**src/sv/bmt_pkg.sv**
```systemverilog
// ----------------------------------------------------------------------------
// bmt_pkg
// Shared types, codes and constants of the buzzer mode timer.
// ----------------------------------------------------------------------------
package bmt_pkg;

    localparam int TIMER_BITS_DEFAULT = 16;

    localparam int CFG_INDEX_BITS = 2;
    localparam int CFG_DATA_BITS  = 16;

    localparam logic [CFG_INDEX_BITS-1:0] CFG_ALARM_ON  = 2'd0;
    localparam logic [CFG_INDEX_BITS-1:0] CFG_ALARM_OFF = 2'd1;
    localparam logic [CFG_INDEX_BITS-1:0] CFG_ACTIVE_HI = 2'd2;

    localparam logic [15:0] ALARM_ON_RESET  = 16'd500;
    localparam logic [15:0] ALARM_OFF_RESET = 16'd500;
    localparam logic        ACTIVE_HI_RESET = 1'b1;

    localparam logic [15:0] BEEP_MIN_MS = 16'd50;
    localparam logic [15:0] BEEP_MAX_MS = 16'd5000;

    typedef enum logic [1:0] {
        ACT_TICK  = 2'd0,
        ACT_POWER = 2'd1,
        ACT_BEEP  = 2'd2,
        ACT_ALARM = 2'd3
    } action_t;

    typedef struct packed {
        action_t     action;
        logic        on_flag;
        logic [15:0] beep_ms;
    } cmd_t;

    typedef struct packed {
        logic sounding;
        logic pin_level;
    } res_t;

    typedef struct packed {
        logic [15:0] alarm_on_ms;
        logic [15:0] alarm_off_ms;
        logic        active_high;
    } cfg_t;

endpackage

```
**src/sv/bmt_cfg.sv**
```systemverilog
// ----------------------------------------------------------------------------
// bmt_cfg
// Configuration registers written through the plain write port.
// ----------------------------------------------------------------------------
module bmt_cfg (
    input  logic                               clk,
    input  logic                               rst_n,
    input  logic                               cfg_we,
    input  logic [bmt_pkg::CFG_INDEX_BITS-1:0] cfg_index,
    input  logic [bmt_pkg::CFG_DATA_BITS-1:0]  cfg_wdata,
    output bmt_pkg::cfg_t                      cfg
);
    import bmt_pkg::*;

    cfg_t cfg_reg;
    cfg_t cfg_next;

    always_comb
    begin
        cfg_next = cfg_reg;
        if (cfg_we)
        begin
            case (cfg_index)
                CFG_ALARM_ON:  cfg_next.alarm_on_ms  = cfg_wdata[15:0];
                CFG_ALARM_OFF: cfg_next.alarm_off_ms = cfg_wdata[15:0];
                CFG_ACTIVE_HI: cfg_next.active_high  = cfg_wdata[0];
                default:       cfg_next = cfg_reg;
            endcase
        end
    end

    always_ff @(posedge clk or negedge rst_n)
    begin
        if (!rst_n)
        begin
            cfg_reg.alarm_on_ms  <= ALARM_ON_RESET;
            cfg_reg.alarm_off_ms <= ALARM_OFF_RESET;
            cfg_reg.active_high  <= ACTIVE_HI_RESET;
        end
        else
        begin
            cfg_reg <= cfg_next;
        end
    end

    assign cfg = cfg_reg;

endmodule

```
**src/sv/bmt_in_stage.sv**
```systemverilog
// ----------------------------------------------------------------------------
// bmt_in_stage
// Input register holding one accepted request until the core takes it.
// ----------------------------------------------------------------------------
module bmt_in_stage (
    input  logic          clk,
    input  logic          rst_n,
    input  logic          cmd_valid,
    output logic          cmd_ready,
    input  bmt_pkg::cmd_t cmd,
    output logic          held_valid,
    output bmt_pkg::cmd_t held_cmd,
    input  logic          take
);
    import bmt_pkg::*;

    logic valid_reg;
    logic valid_next;
    cmd_t cmd_reg;

    assign cmd_ready = !valid_reg || take;

    always_comb
    begin
        valid_next = valid_reg;
        if (cmd_ready)
        begin
            valid_next = cmd_valid;
        end
    end

    always_ff @(posedge clk or negedge rst_n)
    begin
        if (!rst_n)
        begin
            valid_reg <= 1'b0;
        end
        else
        begin
            valid_reg <= valid_next;
        end
    end

    always_ff @(posedge clk)
    begin
        if (cmd_valid && cmd_ready)
        begin
            cmd_reg <= cmd;
        end
    end

    assign held_valid = valid_reg;
    assign held_cmd   = cmd_reg;

endmodule

```
**src/sv/bmt_core.sv**
```systemverilog
// ----------------------------------------------------------------------------
// bmt_core
// Mode state of the buzzer and its combinational update for one request.
// ----------------------------------------------------------------------------
module bmt_core #(
    parameter int TIMER_BITS = bmt_pkg::TIMER_BITS_DEFAULT
) (
    input  logic          clk,
    input  logic          rst_n,
    input  logic          take,
    input  bmt_pkg::cmd_t cmd,
    input  bmt_pkg::cfg_t cfg,
    output bmt_pkg::res_t res
);
    import bmt_pkg::*;

    localparam logic [32:0] TIMER_MAX_W = (33'd1 << TIMER_BITS) - 33'd1;

    logic                  sound_now_reg;
    logic                  sound_now_next;
    logic                  alarm_mode_reg;
    logic                  alarm_mode_next;
    logic                  alarm_phase_reg;
    logic                  alarm_phase_next;
    logic                  beep_mode_reg;
    logic                  beep_mode_next;
    logic [TIMER_BITS-1:0] remaining_reg;
    logic [TIMER_BITS-1:0] remaining_next;

    logic [15:0]           beep_len;
    logic [15:0]           on_len;
    logic [15:0]           off_len;
    logic [TIMER_BITS-1:0] beep_load;
    logic [TIMER_BITS-1:0] on_load;
    logic [TIMER_BITS-1:0] off_load;
    logic                  expired;

    // saturate a 16-bit length into the counter width
    function automatic logic [TIMER_BITS-1:0] sat_load(input logic [15:0] v);
        logic [32:0] wide;
        wide = {17'd0, v};
        if (wide > TIMER_MAX_W)
        begin
            wide = TIMER_MAX_W;
        end
        return wide[TIMER_BITS-1:0];
    endfunction

    always_comb
    begin
        beep_len = cmd.beep_ms;
        if (beep_len < BEEP_MIN_MS)
        begin
            beep_len = BEEP_MIN_MS;
        end
        if (beep_len > BEEP_MAX_MS)
        begin
            beep_len = BEEP_MAX_MS;
        end
        // a phase length of zero behaves as one
        on_len  = (cfg.alarm_on_ms  == 16'd0) ? 16'd1 : cfg.alarm_on_ms;
        off_len = (cfg.alarm_off_ms == 16'd0) ? 16'd1 : cfg.alarm_off_ms;
    end

    assign beep_load = sat_load(beep_len);
    assign on_load   = sat_load(on_len);
    assign off_load  = sat_load(off_len);
    assign expired   = (remaining_reg == '0) || (remaining_reg == TIMER_BITS'(1));

    always_comb
    begin
        sound_now_next   = sound_now_reg;
        alarm_mode_next  = alarm_mode_reg;
        alarm_phase_next = alarm_phase_reg;
        beep_mode_next   = beep_mode_reg;
        remaining_next   = remaining_reg;
        case (cmd.action)
            ACT_TICK:
            begin
                if (beep_mode_reg)
                begin
                    if (expired)
                    begin
                        remaining_next = '0;
                        beep_mode_next = 1'b0;
                        sound_now_next = 1'b0;
                    end
                    else
                    begin
                        remaining_next = remaining_reg - TIMER_BITS'(1);
                    end
                end
                else if (alarm_mode_reg)
                begin
                    if (expired)
                    begin
                        alarm_phase_next = !alarm_phase_reg;
                        remaining_next   = alarm_phase_reg ? off_load : on_load;
                        sound_now_next   = !alarm_phase_reg;
                    end
                    else
                    begin
                        remaining_next = remaining_reg - TIMER_BITS'(1);
                    end
                end
            end
            ACT_POWER:
            begin
                beep_mode_next  = 1'b0;
                alarm_mode_next = 1'b0;
                sound_now_next  = cmd.on_flag;
            end
            ACT_BEEP:
            begin
                alarm_mode_next = 1'b0;
                beep_mode_next  = 1'b1;
                remaining_next  = beep_load;
                sound_now_next  = 1'b1;
            end
            ACT_ALARM:
            begin
                // same value as now leaves everything alone, even a running beep
                if (cmd.on_flag != alarm_mode_reg)
                begin
                    alarm_mode_next = cmd.on_flag;
                    beep_mode_next  = 1'b0;
                    sound_now_next  = cmd.on_flag;
                    if (cmd.on_flag)
                    begin
                        alarm_phase_next = 1'b1;
                        remaining_next   = on_load;
                    end
                end
            end
            default:
            begin
                sound_now_next = sound_now_reg;
            end
        endcase
    end

    always_ff @(posedge clk or negedge rst_n)
    begin
        if (!rst_n)
        begin
            sound_now_reg   <= 1'b0;
            alarm_mode_reg  <= 1'b0;
            alarm_phase_reg <= 1'b0;
            beep_mode_reg   <= 1'b0;
            remaining_reg   <= '0;
        end
        else if (take)
        begin
            sound_now_reg   <= sound_now_next;
            alarm_mode_reg  <= alarm_mode_next;
            alarm_phase_reg <= alarm_phase_next;
            beep_mode_reg   <= beep_mode_next;
            remaining_reg   <= remaining_next;
        end
    end

    assign res.sounding  = sound_now_next;
    assign res.pin_level = sound_now_next ? cfg.active_high : !cfg.active_high;

endmodule

```
**src/sv/bmt_out_stage.sv**
```systemverilog
// ----------------------------------------------------------------------------
// bmt_out_stage
// Result register holding one result until the receiver takes it.
// ----------------------------------------------------------------------------
module bmt_out_stage (
    input  logic          clk,
    input  logic          rst_n,
    input  logic          load_valid,
    output logic          load_ready,
    input  bmt_pkg::res_t load_res,
    output logic          res_valid,
    input  logic          res_ready,
    output bmt_pkg::res_t res
);
    import bmt_pkg::*;

    logic valid_reg;
    logic valid_next;
    res_t res_reg;

    assign load_ready = !valid_reg || res_ready;

    always_comb
    begin
        valid_next = valid_reg;
        if (load_ready)
        begin
            valid_next = load_valid;
        end
    end

    always_ff @(posedge clk or negedge rst_n)
    begin
        if (!rst_n)
        begin
            valid_reg <= 1'b0;
        end
        else
        begin
            valid_reg <= valid_next;
        end
    end

    always_ff @(posedge clk)
    begin
        if (load_valid && load_ready)
        begin
            res_reg <= load_res;
        end
    end

    assign res_valid = valid_reg;
    assign res       = res_reg;

endmodule

```
**src/sv/buzzer_mode_timer.sv**
```systemverilog
// ----------------------------------------------------------------------------
// buzzer_mode_timer
// Buzzer drive controller: continuous, timed beep and intermittent alarm.
// ----------------------------------------------------------------------------
// Requests arrive on the cmd channel (valid/ready): a 1 ms tick, set power,
// timed beep or set alarm. Each request yields one result on the res channel
// (valid/ready) with the sounding state and the pin level after polarity.
// A request lands in an input register, the mode update runs in combinational
// logic as it moves on, and the result sits in an output register that drives
// res_valid. Throughput is one request per cycle while the receiver keeps up.
// When the receiver stalls, the result register holds and the input register
// still takes one more request; after that cmd_ready drops until res_ready.
// Reset clears the mode state, empties both registers and loads the alarm
// phases with 500 ms and the polarity with active high. The configuration
// port takes a write on any cycle with cfg_we high, and is meant to be used
// while no request is in flight.
// ----------------------------------------------------------------------------
module buzzer_mode_timer #(
    parameter int TIMER_BITS = bmt_pkg::TIMER_BITS_DEFAULT
) (
    input  logic                               clk,
    input  logic                               rst_n,
    input  logic                               cfg_we,
    input  logic [bmt_pkg::CFG_INDEX_BITS-1:0] cfg_index,
    input  logic [bmt_pkg::CFG_DATA_BITS-1:0]  cfg_wdata,
    input  logic                               cmd_valid,
    output logic                               cmd_ready,
    input  bmt_pkg::cmd_t                      cmd,
    output logic                               res_valid,
    input  logic                               res_ready,
    output bmt_pkg::res_t                      res
);
    import bmt_pkg::*;

    cfg_t cfg;
    cmd_t held_cmd;
    res_t core_res;
    logic held_valid;
    logic load_ready;
    logic take;

    assign take = held_valid && load_ready;

    bmt_cfg u_cfg (
        .clk       (clk),
        .rst_n     (rst_n),
        .cfg_we    (cfg_we),
        .cfg_index (cfg_index),
        .cfg_wdata (cfg_wdata),
        .cfg       (cfg)
    );

    bmt_in_stage u_in (
        .clk        (clk),
        .rst_n      (rst_n),
        .cmd_valid  (cmd_valid),
        .cmd_ready  (cmd_ready),
        .cmd        (cmd),
        .held_valid (held_valid),
        .held_cmd   (held_cmd),
        .take       (take)
    );

    bmt_core #(
        .TIMER_BITS (TIMER_BITS)
    ) u_core (
        .clk   (clk),
        .rst_n (rst_n),
        .take  (take),
        .cmd   (held_cmd),
        .cfg   (cfg),
        .res   (core_res)
    );

    bmt_out_stage u_out (
        .clk        (clk),
        .rst_n      (rst_n),
        .load_valid (held_valid),
        .load_ready (load_ready),
        .load_res   (core_res),
        .res_valid  (res_valid),
        .res_ready  (res_ready),
        .res        (res)
    );

endmodule

```
**config.mk**
```make
export PLATFORM = sky130hd
export DESIGN_NAME = buzzer_mode_timer
export DESIGN_NICKNAME = d
export VERILOG_FILES = /design/src/sv/bmt_pkg.sv /design/src/sv/bmt_cfg.sv /design/src/sv/bmt_in_stage.sv /design/src/sv/bmt_core.sv /design/src/sv/bmt_out_stage.sv /design/src/sv/buzzer_mode_timer.sv
export SDC_FILE = /design/constraint.sdc
export NUM_CORES = 1
export LEC_CHECK = 0
export BUFFER_PORTS_ARGS = -buffer_cell sky130_fd_sc_hd__buf_4
export CORE_UTILIZATION = 35
export DETAILED_ROUTE_END_ITERATION = 16
export GPL_TIMING_DRIVEN = 0
export PLACE_DENSITY = 0.56
export SYNTH_ARGS = -nofsm -noshare
export SYNTH_HDL_FRONTEND = slang
export SYNTH_SLANG_ARGS = --single-unit
```
**constraint.sdc**
```tcl
create_clock -name clk -period 1.95 [get_ports clk]
set_clock_uncertainty 0.05 [all_clocks]
set_input_delay 0.4875 -clock clk [delete_from_list [all_inputs] [get_ports clk]]
set_output_delay 0.4875 -clock clk [all_outputs]
set_load 0.005 [all_outputs]
```
==> results.toml, run 1 <==
[grt]
grt.total_usage_pct = 20.2
antenna_found_initial = 0
first_global_vias = 3578
grt_max_degree = 56
grt_pass1_wl_um = 19300
gr-total-overflow = 0

[worst_setup_path]
cp_top_family = "simple AND/OR/NAND/NOR gates"
worstPathCellList = "nor4_4 -> nand2_2 -> or4_4 -> a21o_1 -> a41oi_2"
crit_fanout = 8
cp-end-kind = "flip-flop"
cp_num_buf_inv = 0
arrival_ns = 2.26
critPathLaunchType = "flip-flop"
worstPathRequired_ns = 2.16
critPathKind = "flip-flop to flip-flop"
slowest_delay_ns = 0.54
slowest_stage = "or4_4"

[floorplan]
die-area_um2 = 12400
placeableCoreArea_um2 = 11600
num_rows = 39
die_x_um = 112
io-pin-count = 46
dieHeight_um = 112
start_util_pct = 36.3

[final_layout]
final_common_cell = "buf_4"
num_antenna_cells = 0
final_cell_area_um2 = 5530
fillers = 1026
syn2layout_area_growth_pct = 31.6
final_util_pct = 47.8
drive_gt1_share_pct = 43.2
largest_reg_flops = 33
final_cell_mix = "71 x buf_4, 37 x mux2_2, 35 x dfrtp_1"
nNetsFinal = 513

[timing]
final_hold_viol_count = 0
maxSlewViolCount = 0
setup_viol = 10
timing.hold.ws_ns = 0.162
rsz0062_at_grt = "yes"
relSlewSlack_pct = 45.3
worst_slew_pin_slew_ns = 0.820
fin_ws_ns = -0.102
min_period_over_period_pct = 105
layout_min_cycle_time_ns = 2.05
fmax_mhz = 487

[clock_tree]
hold_buffers = 0
clk_pin_slew_ns = 0.06
cts-root-buf = "clkbuf_16"
clk_path_buf_depth = 2
cts_tree = "built"
clock_sinks = 76
cts_buffers = 9
clk_latency_ns = 0.34
htreeDepth = 3

[route]
drt_first_pass_iters = 5
wl_per_cell_um = 20.0
drc = 0
wl_um = 12400
num_vias = 3650
final_antenna_net_count = 0
first_iter_violations = 258
vias_per_cell = 5.92

[synthesis]
syn-num-nets = 436
netlist_instances = 392
synth_top_area_cell = "dfrtp_1"
synth_edf_count = 21
yosysWarningCount = 0
yosysSeqAreaShare_pct = 48.2
ys.flop_type = "dfrtp_1"
synth_area_leaders = "dfrtp_1 25%, edfxtp_1 15%, mux2_2 9.9%"
synth_top_area_share_pct = 25.0
synth_seq_cells = 76
syn_area_per_cell_um2 = 10.7
syn_area_um2 = 4200
yosysUniqueCellTypes = 63
synthArstFlopShare_pct = 72.4

[hold_path]
hold_path.class = "input port to async pin"

[placed_design]
io_buffer_count = 45
place.gp.congestion = 0.890
dpl_worst_slack_ns = -0.597
dp_hpwl_um = 8710
place_area_um2 = 4720

[run]
maxCapViolCount = 0

[pwr]
ir_drop_uv = 429
power_density_nw_per_um2 = 1010
p_total_mw = 5.59
p_leak_nw = 2.14

[outcome]
failed_checks = "negative setup slack"
status = "finished, violations left"
per-layer routing:
metal,GRT usage (%),up-vias,wire length (um)
li1,-,1658,-
met1,26.7,1827,5350
met2,32.7,140,5870
met3,3.65,25,789
met4,8.29,0,344
met5,0,-,0
worst reg2reg max path: stages, from the launching register on:
cell     delay, ns
dfrtp_2       0.45
nor4_4        0.40
nand2_2       0.19
or4_4         0.54
a21o_1        0.19
a41oi_2       0.15
path summary, 6_finish.rpt:
| path | from | to | slack, ns | depth (start not counted) |
|---|---|---|---|---|
| min in group clk | cmd[8] | u_in.held_cmd[8] | 0.27 | 1 |
| max | u_core.remaining_reg[4] | u_core.remaining_reg[6] | -0.10 | 5 |
| min reg2reg | u_in.held_valid | u_out.res_valid | 0.48 | 1 |
| min | rst_n | u_cfg.cfg[12] | 0.16 | 1 |
| max in group asynchronous | rst_n | u_core.alarm_mode_reg | 1.15 | 1 |
| max reg2reg | u_core.remaining_reg[4] | u_core.remaining_reg[6] | -0.10 | 5 |
through the flow:
step	setup TNS [ns]	std cells
after CTS	-0.382	605
after detailed placement	-13.52	580
final	-0.356	617
after global routing	-1.21	617
after global placement	-13.58	580
after floorplan	0	392
where the power goes:
part / switching (mW) / total, mW / internal (mW)
clock network: 0.697 / 1.64 / 0.946
logic: 0.738 / 1.50 / 0.765
registers: 0.444 / 2.45 / 2.00
total: 1.88 / 5.59 / 3.71
synth_stat cells, types with 4 or more instances:
| cell type | number |
|---|---|
| a21boi_0 | 4 |
| a21oi_1 | 20 |
| and2_1 | 4 |
| buf_2 | 5 |
| clkbuf_1 | 14 |
| dfrtp_1 | 42 |
| dfstp_2 | 13 |
| edfxtp_1 | 21 |
| inv_1 | 9 |
| mux2_2 | 37 |
| mux2i_1 | 16 |
| nand2_1 | 17 |
| nand2b_1 | 10 |
| nand4_1 | 7 |
| nor2_1 | 35 |
| nor3_1 | 11 |
| nor4_1 | 12 |
| o211ai_1 | 5 |
| o21a_1 | 4 |
| o21ai_0 | 17 |
| o22ai_1 | 6 |
| xnor2_1 | 6 |
cell type report:
type	instances	area, um2	share of cell area, %
Inverter	9	33.8	0.611
Multi-Input combinational cell	288	2360	42.8
Timing Repair Buffer	70	529	9.58
Clock buffer	10	250	4.53
Clock inverter	6	45.0	0.815
Sequential cell	76	2030	36.8
Tap cell	143	179	3.24
Buffer	15	92.6	1.68
cells by family (layout without fill, tap and decap cells):
kind of cell,Yosys count,in the layout,share of synthesized area (%)
adder cells (fa/ha/maj),2,2,0.596
AO/OA/AOI/OAI,99,99,16.6
XOR/XNOR,9,9,1.88
flip-flops,76,76,48.2
AND/OR/NAND/NOR,125,125,16.4
multiplexers,53,53,13.7
buffers and inverters,28,110,2.65
what timing repair did:
| action | 4_1_cts | 5_1_grt |
|---|---|---|
| hold endpoints to repair | 0 | 0 |
| setup buffers | 11 | 14 |
| setup endpoints to repair | 31 | 18 |
| resized for setup | 54 | 34 |
| pin swaps | 9 | 14 |
(Power assumes the default switching activity.)
==> run 2, diff against run 1 <==
--- a/config.mk
+++ b/config.mk
@@ -6,10 +6,10 @@
 export NUM_CORES = 1
 export LEC_CHECK = 0
 export BUFFER_PORTS_ARGS = -buffer_cell sky130_fd_sc_hd__buf_4
-export CORE_UTILIZATION = 35
+export CORE_UTILIZATION = 31
 export DETAILED_ROUTE_END_ITERATION = 16
 export GPL_TIMING_DRIVEN = 0
-export PLACE_DENSITY = 0.56
+export PLACE_DENSITY = 0.6
 export SYNTH_ARGS = -nofsm -noshare
 export SYNTH_HDL_FRONTEND = slang
 export SYNTH_SLANG_ARGS = --single-unit
==> results.toml, run 2 (synthesis results as in run 1) <==
[outcome]
status = "finished, violations left"
failed_checks = "negative setup slack"

[clock_tree]
htreeDepth = 3
hold_buffers = 0
clk_latency_ns = 0.33
clock_sinks = 76
cts_tree = "built"
cts-root-buf = "clkbuf_16"
clk_path_buf_depth = 2
cts_buffers = 9
clk_pin_slew_ns = 0.06

[pwr]
power_density_nw_per_um2 = 1030
p_comb_share_pct = 24.4
p_seq_share_pct = 43.4
power_switching_mw = 1.80
p_total_mw = 5.65
power.internal_mw = 3.85
pwr-share-clk_pct = 32.1
ir_drop_uv = 464
p_leak_nw = 2.09
p_sw_share_pct = 31.8

[route]
final_antenna_net_count = 0
num_vias = 3628
wl_met3_um = 745
wl_um = 12100
vias_per_cell = 5.65
first_iter_violations = 299
wl_per_cell_um = 18.9
drt_first_pass_iters = 5
wl_met1_um = 5190
highest_layer = "met4"
drc = 0
dr_wl_met2_um = 5780

[floorplan]
start_util_pct = 31.7
die_x_um = 118
die-area_um2 = 14000
placeableCoreArea_um2 = 13200
io-pin-count = 46
dieHeight_um = 118
num_rows = 42

[timing]
rsz0062_at_grt = "yes"
final_hold_viol_count = 0
timing.setup.tns_ns = -0.494
layout_min_cycle_time_ns = 2.05
fmax_mhz = 488
relSlewSlack_pct = 44.2
maxSlewViolCount = 0
worst_slew_pin_slew_ns = 0.837
setup_viol = 12
min_period_over_period_pct = 105
fin_ws_ns = -0.100

[final_layout]
nNetsFinal = 505
final_common_cell = "buf_4"
final_cell_mix = "63 x buf_4, 37 x mux2_2, 36 x dfrtp_1"
num_antenna_cells = 0
syn2layout_area_growth_pct = 30.0
drive_gt1_share_pct = 39.9
largest_reg_flops = 33
instances_no_fill = 642

[worst_setup_path]
worstPathCellList = "nor4_4 -> nand2_2 -> or4_4 -> a21o_1 -> a41oi_2"
r2r-start = "u_core.remaining_reg[7]"
critPathKind = "flip-flop to flip-flop"
slowest_stage = "or4_4"
slowest_delay_ns = 0.52
reg2reg_slack_ns = -0.10
crit_fanout = 7
worstPathRequired_ns = 2.15
critPathLaunchType = "flip-flop"
cp_num_buf_inv = 0
cp-end-kind = "flip-flop"
worst-r2r-cell-count = 5
cp_top_family = "simple AND/OR/NAND/NOR gates"
arrival_ns = 2.25
rr_endpoint = "u_core.remaining_reg[6]"

[run]
maxCapViolCount = 0

[grt]
grt_pass1_wl_um = 19500
grt_max_degree = 56
gr-total-overflow = 0
antenna_found_initial = 0
grt.total_usage_pct = 17.9
first_global_vias = 3601

[placed_design]
dpl_worst_slack_ns = -0.544
place_inst = 613
io_buffer_count = 45
place.gp.congestion = 0.914
dp_hpwl_um = 8830

[hold_path]
hold_path.class = "input port to async pin"
run 2: cell types whose count changed in the layout (fill, tap and decap cells not counted), moves of 2 or more:
cell,change
clkbuf_2,-2
a21oi_2,+2
clkbuf_1,+3
buf_4,-8
clkbuf_4,-2
buf_2,+2
run 2: per-stage QoR:
stage	instance area [um2]	hold WS (ns)	utilization (%)
finish	5460	0.145	41.2
global route	5460	0.206	41.2
CTS	5350	0.183	40.4
detailed placement	4770	0.464	36.0
global placement	4770	0.463	36.0
floorplan	4210	0.142	-
run 2: worst max path at each step:
stage                     slack, ns                     start  cells after the start                      end
after floorplan               0.009   u_core.remaining_reg[6]                      5  u_core.remaining_reg[6]
after global routing          -0.17   u_core.remaining_reg[7]                      5  u_core.remaining_reg[6]
after global placement        -0.58              cfg_index[0]                      4            u_cfg.cfg[30]
after detailed placement      -0.54              cfg_index[0]                      4            u_cfg.cfg[30]
final                         -0.10   u_core.remaining_reg[7]                      5  u_core.remaining_reg[6]
after CTS                     -0.08  u_core.remaining_reg[14]                      5  u_core.remaining_reg[6]
run 2: cell type report:
type	instances	area (um2)
Buffer	15	82.6
Clock buffer	12	279
Clock inverter	4	52.6
Fill cell	1286	7780
Inverter	9	36.3
Multi-Input combinational cell	288	2290
Sequential cell	76	2030
Tap cell	176	220
Timing Repair Buffer	62	469
run 2: layer usage:
layer	GRT usage, %	up-vias
met1	23.3	1794
met3	3.38	30
met4	8.23	0
met5	0	-
met2	28.7	164
li1	-	1640
run 2: timing repair:
action / 4_1_cts / 5_1_grt
endpoints found under the setup margin: 31 / 20
gates resized for setup: 49 / 19
pin swaps: 8 / 8
buffers inserted: 11 / 6
run 2: power by group through the flow:
stage | Combinational (mW) | Sequential [mW] | Clock, mW
floorplan | 0.929 | 2.25 | 0
global placement | 1.24 | 2.36 | 0
detailed placement | 1.26 | 2.37 | 0
CTS | 1.33 | 2.42 | 1.84
global route | 1.50 | 2.50 | 1.91
finish | 1.38 | 2.45 | 1.82
